===== config.mk =====
export PLATFORM = sky130hd
export DESIGN_NAME = encoder_position_rpm
export DESIGN_NICKNAME = d
export VERILOG_FILES = /design/src/rtl/core/erp_pkg.sv /design/src/rtl/core/encoder_position_rpm.sv
export SDC_FILE = /design/constraint.sdc
export NUM_CORES = 2
export LEC_CHECK = 0
export BUFFER_PORTS_ARGS = -buffer_cell sky130_fd_sc_hd__buf_4
export CAP_MARGIN = 30
export CORE_ASPECT_RATIO = 0.9
export CORE_MARGIN = 2
export CORE_UTILIZATION = 45
export DETAILED_ROUTE_END_ITERATION = 8
export HOLD_SLACK_MARGIN = 0.1
export PLACE_DENSITY_LB_ADDON = 0.1
export SETUP_SLACK_MARGIN = 0.5
export SKIP_LAST_GASP = 1
export SYNTH_ARGS = -nofsm -noshare
export SYNTH_HDL_FRONTEND = slang
export SYNTH_SLANG_ARGS = --single-unit
export TNS_END_PERCENT = 5

===== constraint.sdc =====
create_clock -name clk -period 26.4 [get_ports clk]
set_input_delay 3.96 -clock clk [delete_from_list [all_inputs] [get_ports clk]]
set_output_delay 3.96 -clock clk [all_outputs]
set_load 0.1 [all_outputs]

===== src/rtl/core/erp_pkg.sv =====
// shared types and constants for the encoder position and rpm block
package erp_pkg;

  localparam int COUNTER_BITS_DEF = 16;
  localparam int CPR_W            = 24;
  localparam int POS_W            = 32;
  localparam int TIME_W           = 32;
  // |delta| <= 2^31 times 60000 stays below 2^47
  localparam int NUM_W            = 48;
  localparam int DEN_W            = CPR_W + TIME_W;
  localparam int CNT_W            = $clog2(NUM_W);
  localparam int MUL_W            = 32;

  localparam logic [MUL_W-1:0] MS_PER_MIN = MUL_W'(60000);

  typedef enum logic [1:0] {
    CMD_UPDATE = 2'd0,
    CMD_SPEED  = 2'd1,
    CMD_SET    = 2'd2,
    CMD_SPARE  = 2'd3
  } cmd_t;

  typedef enum logic [1:0] {
    SPD_NONE = 2'd0,
    SPD_OK   = 2'd1,
    SPD_ZERO = 2'd2,
    SPD_SAT  = 2'd3
  } spd_status_t;

  typedef enum logic [2:0] {
    S_IDLE,
    S_DPOS,
    S_MUL_NUM,
    S_MUL_DEN,
    S_DIV,
    S_FIN,
    S_DONE
  } state_t;

endpackage


===== src/rtl/core/encoder_position_rpm.sv =====
// encoder position extension and rpm computation with a shared multiplier and serial divider
//
//  channel | signals                                   | direction | handshake
//  in      | in_cmd, in_counter_value, in_now_ms,      | input     | in_valid/in_ready
//          | in_new_position                           |           |
//  out     | out_position, out_rpm, out_speed_status   | output    | out_valid/out_ready
//  cfg     | cfg_wr_data (encoder counts per rev)      | input     | cfg_wr_en, no wait
//
// update and set requests go from accept to the done state, then into the output register once out_ready allows
// speed requests run a delta step, two passes of the shared 32x32
// multiplier, 48 steps of the restoring divider and a saturation step
// zero-interval speed requests finish after the delta step
// one request at a time; in_ready returns once the result is in the output register
// synchronous active-low reset, no clearing pass; a stalled out_ready holds the result
module encoder_position_rpm #(
  parameter int COUNTER_BITS = erp_pkg::COUNTER_BITS_DEF
) (
  input  logic                      clk,
  input  logic                      rst_n,
  input  logic                      cfg_wr_en,
  input  logic [erp_pkg::CPR_W-1:0] cfg_wr_data,
  input  logic                      in_valid,
  output logic                      in_ready,
  input  logic [1:0]                in_cmd,
  input  logic [15:0]               in_counter_value,
  input  logic [31:0]               in_now_ms,
  input  logic signed [31:0]        in_new_position,
  output logic                      out_valid,
  input  logic                      out_ready,
  output logic signed [31:0]        out_position,
  output logic signed [31:0]        out_rpm,
  output logic [1:0]                out_speed_status
);
  import erp_pkg::*;

  state_t                  state_r, state_nxt;
  logic [CPR_W-1:0]        cpr_r;
  logic [COUNTER_BITS-1:0] last_cnt_r, last_cnt_nxt;
  logic [POS_W-1:0]        accum_r, accum_nxt;
  logic [TIME_W-1:0]       prev_time_r, prev_time_nxt;
  logic [POS_W-1:0]        prev_spd_r, prev_spd_nxt;
  logic [TIME_W-1:0]       dt_r, dt_nxt;
  logic                    neg_r, neg_nxt;
  logic [POS_W-1:0]        mag_r, mag_nxt;
  logic [DEN_W-1:0]        den_r, den_nxt;
  logic [NUM_W-1:0]        quo_r, quo_nxt;
  logic [DEN_W-1:0]        rem_r, rem_nxt;
  logic [CNT_W-1:0]        cnt_r, cnt_nxt;
  logic [POS_W-1:0]        rpm_r, rpm_nxt;
  spd_status_t             status_r, status_nxt;
  logic                    out_valid_r, out_valid_nxt;
  logic [POS_W-1:0]        out_pos_r, out_pos_nxt;
  logic [POS_W-1:0]        out_rpm_r, out_rpm_nxt;
  spd_status_t             out_status_r, out_status_nxt;

  logic [31:0]             raw_ext;
  logic [COUNTER_BITS-1:0] cur_cnt;
  logic [COUNTER_BITS-1:0] cnt_diff;
  logic [POS_W-1:0]        delta_ext;
  logic [POS_W-1:0]        dpos;
  logic [CPR_W-1:0]        cpr_eff;
  logic [MUL_W-1:0]        mul_a, mul_b;
  logic [2*MUL_W-1:0]      mul_p;
  logic [DEN_W:0]          trial;
  logic                    trial_ge;
  logic                    sat_pos, sat_neg;
  logic                    accept;
  cmd_t                    cmd;

  assign raw_ext   = {16'b0, in_counter_value};
  assign cur_cnt   = raw_ext[COUNTER_BITS-1:0];
  assign cnt_diff  = cur_cnt - last_cnt_r;
  assign delta_ext = POS_W'($signed(cnt_diff));
  assign dpos      = accum_r - prev_spd_r;
  assign cpr_eff   = (cpr_r == '0) ? CPR_W'(1) : cpr_r;
  assign cmd       = cmd_t'(in_cmd);

  assign in_ready  = (state_r == S_IDLE);
  assign accept    = in_valid && in_ready;

  // shared multiplier: numerator pass, then denominator pass
  assign mul_a = (state_r == S_MUL_NUM) ? mag_r : dt_r;
  assign mul_b = (state_r == S_MUL_NUM) ? MS_PER_MIN : MUL_W'(cpr_eff);
  assign mul_p = mul_a * mul_b;

  // one restoring division step per cycle, dividend shifted out of quo_r
  assign trial    = {rem_r, quo_r[NUM_W-1]};
  assign trial_ge = (trial >= {1'b0, den_r});

  assign sat_pos = |quo_r[NUM_W-1:31];
  assign sat_neg = (|quo_r[NUM_W-1:32]) || (quo_r[31] && (|quo_r[30:0]));

  always_comb begin
    state_nxt      = state_r;
    last_cnt_nxt   = last_cnt_r;
    accum_nxt      = accum_r;
    prev_time_nxt  = prev_time_r;
    prev_spd_nxt   = prev_spd_r;
    dt_nxt         = dt_r;
    neg_nxt        = neg_r;
    mag_nxt        = mag_r;
    den_nxt        = den_r;
    quo_nxt        = quo_r;
    rem_nxt        = rem_r;
    cnt_nxt        = cnt_r;
    rpm_nxt        = rpm_r;
    status_nxt     = status_r;
    out_valid_nxt  = out_valid_r;
    out_pos_nxt    = out_pos_r;
    out_rpm_nxt    = out_rpm_r;
    out_status_nxt = out_status_r;

    if (out_valid_r && out_ready) begin
      out_valid_nxt = 1'b0;
    end

    unique case (state_r)
      S_IDLE: begin
        if (accept) begin
          rpm_nxt    = '0;
          status_nxt = SPD_NONE;
          state_nxt  = S_DONE;
          if (cmd == CMD_SET) begin
            accum_nxt = in_new_position;
          end else begin
            accum_nxt    = accum_r + delta_ext;
            last_cnt_nxt = cur_cnt;
            if (cmd == CMD_SPEED) begin
              dt_nxt        = in_now_ms - prev_time_r;
              prev_time_nxt = in_now_ms;
              state_nxt     = S_DPOS;
            end
          end
        end
      end
      S_DPOS: begin
        prev_spd_nxt = accum_r;
        neg_nxt      = dpos[POS_W-1];
        mag_nxt      = dpos[POS_W-1] ? (~dpos + POS_W'(1)) : dpos;
        if (dt_r == '0) begin
          status_nxt = SPD_ZERO;
          state_nxt  = S_DONE;
        end else begin
          state_nxt = S_MUL_NUM;
        end
      end
      S_MUL_NUM: begin
        quo_nxt   = mul_p[NUM_W-1:0];
        state_nxt = S_MUL_DEN;
      end
      S_MUL_DEN: begin
        den_nxt   = mul_p[DEN_W-1:0];
        rem_nxt   = '0;
        cnt_nxt   = '0;
        state_nxt = S_DIV;
      end
      S_DIV: begin
        quo_nxt = {quo_r[NUM_W-2:0], trial_ge};
        rem_nxt = trial_ge ? DEN_W'(trial - {1'b0, den_r}) : trial[DEN_W-1:0];
        cnt_nxt = cnt_r + CNT_W'(1);
        if (cnt_r == CNT_W'(NUM_W - 1)) begin
          state_nxt = S_FIN;
        end
      end
      S_FIN: begin
        status_nxt = SPD_OK;
        if (neg_r) begin
          if (sat_neg) begin
            rpm_nxt    = 32'h8000_0000;
            status_nxt = SPD_SAT;
          end else begin
            rpm_nxt = ~quo_r[31:0] + 32'd1;
          end
        end else begin
          if (sat_pos) begin
            rpm_nxt    = 32'h7FFF_FFFF;
            status_nxt = SPD_SAT;
          end else begin
            rpm_nxt = quo_r[31:0];
          end
        end
        state_nxt = S_DONE;
      end
      S_DONE: begin
        if (!out_valid_r || out_ready) begin
          out_valid_nxt  = 1'b1;
          out_pos_nxt    = accum_r;
          out_rpm_nxt    = rpm_r;
          out_status_nxt = status_r;
          state_nxt      = S_IDLE;
        end
      end
      default: begin
        state_nxt = S_IDLE;
      end
    endcase
  end

  always_ff @(posedge clk) begin
    if (!rst_n) begin
      state_r     <= S_IDLE;
      cpr_r       <= CPR_W'(1);
      last_cnt_r  <= '0;
      accum_r     <= '0;
      prev_time_r <= '0;
      prev_spd_r  <= '0;
      out_valid_r <= 1'b0;
    end else begin
      state_r     <= state_nxt;
      last_cnt_r  <= last_cnt_nxt;
      accum_r     <= accum_nxt;
      prev_time_r <= prev_time_nxt;
      prev_spd_r  <= prev_spd_nxt;
      out_valid_r <= out_valid_nxt;
      if (cfg_wr_en) begin
        cpr_r <= cfg_wr_data;
      end
    end
  end

  always_ff @(posedge clk) begin
    dt_r         <= dt_nxt;
    neg_r        <= neg_nxt;
    mag_r        <= mag_nxt;
    den_r        <= den_nxt;
    quo_r        <= quo_nxt;
    rem_r        <= rem_nxt;
    cnt_r        <= cnt_nxt;
    rpm_r        <= rpm_nxt;
    status_r     <= status_nxt;
    out_pos_r    <= out_pos_nxt;
    out_rpm_r    <= out_rpm_nxt;
    out_status_r <= out_status_nxt;
  end

  assign out_valid        = out_valid_r;
  assign out_position     = out_pos_r;
  assign out_rpm          = out_rpm_r;
  assign out_speed_status = out_status_r;

  a_busy_after_accept: assert property (@(posedge clk) disable iff (!rst_n)
    accept |=> !in_ready)
    else $error("in_ready high right after a request was taken");

  a_div_count: assert property (@(posedge clk) disable iff (!rst_n)
    (state_r == S_DIV) |-> (cnt_r < CNT_W'(NUM_W)))
    else $error("divider step count out of range");

  a_no_speed_rpm: assert property (@(posedge clk) disable iff (!rst_n)
    (out_valid_r && (out_status_r == SPD_NONE || out_status_r == SPD_ZERO))
      |-> (out_rpm_r == '0))
    else $error("rpm nonzero without a computed speed");

  a_sat_value: assert property (@(posedge clk) disable iff (!rst_n)
    (out_valid_r && out_status_r == SPD_SAT)
      |-> (out_rpm_r == 32'h7FFF_FFFF || out_rpm_r == 32'h8000_0000))
    else $error("saturated rpm is not a limit value");

  a_speed_state: assert property (@(posedge clk) disable iff (!rst_n)
    (state_r == S_DPOS) |=> (prev_spd_r == accum_r))
    else $error("speed reference position not captured");

endmodule

==> results.toml <==
[layout]
flow.area_growth_from_synthesis_pct = 9.67
layout-drive-gt1-share_pct = 7.20
layout.nets = 7036
antenna-diode-count = 0
final_area_sq_um = 56600

[critical_path]
path_common_cell = "sky130_fd_sc_hd__fa_1"
signal_arrival_time_at_the_worst_endpoint_ps = 10610
worst_path_largest_cell_delay_ps = 690
critical_path_peak_fanout = 64
worst_setup_path_end_kind = "flip-flop"
critPathBufInv = 7
setup.worst_path.start_class = "flip-flop"
cp-startpoint = "state_r[0]$_SDFFE_PN0P_"
worst_r2r_startpoint = "state_r[0]$_SDFFE_PN0P_"
timing.setup.critical_path_class = "flip-flop to flip-flop"
worst_path_dominant_cell_family = "adder cells"
critPathSlowestCell = "sky130_fd_sc_hd__buf_4"
crit_required_ps = 26820

[logic_synthesis]
netlist_top_cells_count = "sky130_fd_sc_hd__nand2_1, sky130_fd_sc_hd__inv_1, sky130_fd_sc_hd__fa_1, sky130_fd_sc_hd__nor2_1, sky130_fd_sc_hd__ha_1"
post_synthesis_cell_area_sq_um = 51600
combinational_family_with_the_most_area_after_synthesis = "adder cells"
cell_count_after_synthesis = 5840
ys.warnings.count = 0
ys_ff_latch = 471
netlist_top_cells_area = "sky130_fd_sc_hd__fa_1, sky130_fd_sc_hd__edfxtp_1, sky130_fd_sc_hd__ha_1"
yosysTopAreaCellShare_pct = 25.7
sequential_fraction_of_the_synthesis_area_pct = 24.7
arithmetic_cell_share_of_the_synthesized_area_counting_full_adders_half_adders_and_majority_gates_pct = 34.2
synthesis.area_per_instance_sq_um = 8.84
synthSimpleGateAreaFrac_pct = 16.5
ys_async_sr_fraction_pct = 0
postSynth.topFlopCell = "sky130_fd_sc_hd__edfxtp_1"
synth_largest_area_cell = "sky130_fd_sc_hd__fa_1"
synth-compound-area-share_pct = 10.6
yosys.cell_types.count = 83
synth-xor-area-share_pct = 3.85
number_of_enable_flip_flop_cells_after_synthesis = 331
synthesized_nets = 6963
most_used_standard_cell_by_instance_count_after_synthesis = "sky130_fd_sc_hd__nand2_1"
post_synth_mux_area_share_pct = 1.88

[sta]
timing.slew.headroom_pct = 26.4
worst_hold_slack_ps = 413
setup_violations = 0
final.setup.worst_slack_ps = 16210
max_slew.worst_pin.slew_ps = 1100
final_period_minus_worst_setup_slack_ps = 10190
fin_skew_ps = 62.3
setup_total_negative_slack_ps = 0
timing.final.crit_share_pct = 38.6
unrepaired_setup_endpoints_after_global_routing = "no"
hold_viol_final = 0
final-max-slew-violation-count = 0
clock.fmax_ghz = 0.0982

[grt]
grt_pass1_vias = 40663
globalRouteTotalUtil_pct = 27.8
number_of_antenna_violations_at_the_first_check_in_global_routing = 1
grt_remaining_overflow = 0
largest_net_degree_at_the_start_of_global_routing = 75
grt_pass1_wl_mm = 249

[floorplan]
die_h_um = 325
rows = 117
core_box_area_sq_um = 113000
fp.dieW_um = 361
pin_count = 179
initial_core_utilization_pct = 45.5
die_area_sq_um = 117000

[detailed_routing]
post_drt_via_cell_ratio = 5.51
detail_route.wirelength.met1_mm = 71.4
dr_total_vias = 41049
detailroute.wirelength.met2_mm = 71.9
dr.first_iter.drc_count = 3780
drc_errors = 0
wire_per_inst_um = 22.0
antenna_left = 0
drtPass1Iterations = 6
detailroute.wirelength.met3_mm = 14.9
top_layer_used = "met4"
route.final.wire_length_mm = 164

[hold_path]
hold_start = "rpm_r[31]$_SDFFCE_PN0P_"
holdCritPathClass = "flip-flop to flip-flop"

[clocking]
clock_edge_transition_at_the_registers_on_the_reported_setup_and_hold_paths_ps = 60
clk_latency_ps = 680
cts_sinks = 471
clockBufferDepth = 3
cts.htree.levels = 2
post_cts.repair.setup_buffers = 0
clockRootBuffer = "sky130_fd_sc_hd__clkbuf_16"
cts-hold-fix-buffers = 0
cts_made_buffers = 55
cts_resized = 0
tritoncts_clock_tree = "done"

[placed_design]
routability_cong = 0.991
placed_cell_area_sq_um = 54700
detailed_placement_hpwl_mm = 129
count_of_input_and_output_buffers = 178
pre_cts_ws_ps = 16340

[status]
run_status = "complete, no violations"

[flow_run]
max-cap-violations = 0
## through the flow
stage               std cells  util, %
floorplan                5840        -
global placement         7336     48.1
detailed placement       7342     48.2
CTS                      7446     49.9
global route             7447     49.9
finish                   7447     49.9
## sequential cells by signal (all words and copies together), names as in the netlist
register          cells
den_r                56
rem_r                56
quo_r                48
accum_r              32
dt_r                 32
mag_r                32
out_position         32
out_rpm              32
prev_spd_r           32
prev_time_r          32
rpm_r                32
cpr_r                24
last_cnt_r           16
cnt_r                 6
state_r               3
out_speed_status      2
status_r              2
neg_r                 1
out_valid             1
## cell families after synthesis
| group | Yosys count |
|---|---|
| xor gates and xnor gates | 227 |
| muxes | 96 |
| DFF | 471 |
| adders and majority gates | 1012 |
| AOI/OAI and AO/OA | 869 |
| and+or+nand+nor | 2025 |
| buffers and inverters | 1140 |
## final timing paths
path	to	slack (ps)	cells past startpoint
hold reg to reg	out_rpm[31]$_DFFE_PP_	410	0
hold / removal	out_rpm[31]$_DFFE_PP_	410	0
setup reg to reg	quo_r[47]$_DFFE_PN_	16210	30
setup / recovery	quo_r[47]$_DFFE_PN_	16210	30
## layout make-up
type,count,area [sq um]
multi-input combinational,4229,34700
sequential,471,12700
clock buffer,61,1430
tap,1487,1860
inverter,885,3320
clock inverter,43,497
fill,10794,56800
timing repair buffer,271,2100
## per-layer routing
metal | GRT usage [%] | vias to the layer above
met1 | 38.3 | 20286
met2 | 43.0 | 1505
met5 | 0 | -
met3 | 6.96 | 263
met4 | 8.24 | 0
li1 | - | 18995
## cell usage in the layout (no fill, tap or decap), types with 18 or more instances in the layout
cell type,synthesis,layout
sky130_fd_sc_hd__nand3_1,50,50
sky130_fd_sc_hd__a31oi_1,38,38
sky130_fd_sc_hd__nor4_1,24,24
sky130_fd_sc_hd__o31ai_1,25,25
sky130_fd_sc_hd__dfxtp_1,140,140
sky130_fd_sc_hd__nor2b_1,29,28
sky130_fd_sc_hd__or3_1,22,21
sky130_fd_sc_hd__inv_1,883,882
sky130_fd_sc_hd__o21ai_0,143,143
sky130_fd_sc_hd__o211ai_1,24,24
sky130_fd_sc_hd__a21o_1,93,93
sky130_fd_sc_hd__nand2b_1,39,39
sky130_fd_sc_hd__nand4_1,26,26
sky130_fd_sc_hd__a21oi_1,328,328
sky130_fd_sc_hd__xor2_1,76,76
sky130_fd_sc_hd__a311oi_1,18,18
sky130_fd_sc_hd__nor2_1,658,658
sky130_fd_sc_hd__ha_1,349,349
sky130_fd_sc_hd__mux2i_1,90,85
sky130_fd_sc_hd__nand2_1,995,993
sky130_fd_sc_hd__buf_4,0,266
sky130_fd_sc_hd__and2_1,35,33
sky130_fd_sc_hd__edfxtp_1,331,331
sky130_fd_sc_hd__o21bai_1,31,31
sky130_fd_sc_hd__clkbuf_16,0,56
sky130_fd_sc_hd__xnor2_1,151,151
sky130_fd_sc_hd__fa_1,663,663
sky130_fd_sc_hd__nor3_1,44,43
sky130_fd_sc_hd__o21a_1,25,25
sky130_fd_sc_hd__a211oi_1,44,44
sky130_fd_sc_hd__and3_1,31,29
## worst reg2reg max path, delay by kind of cell, from the launching register on
| kind | cells | cell delay, ps |
|---|---|---|
| simple gates | 8 | 1880 |
| compound gates | 5 | 1880 |
| flops | 1 | 480 |
| fa+ha+maj | 8 | 3910 |
| buf+inv | 7 | 1340 |
| mux | 1 | 270 |
| xor+xnor | 1 | 180 |
Power is left out: the tool's default activity adds up to more than one toggle a clock period on the data nets, which glitch-free logic cannot reach.
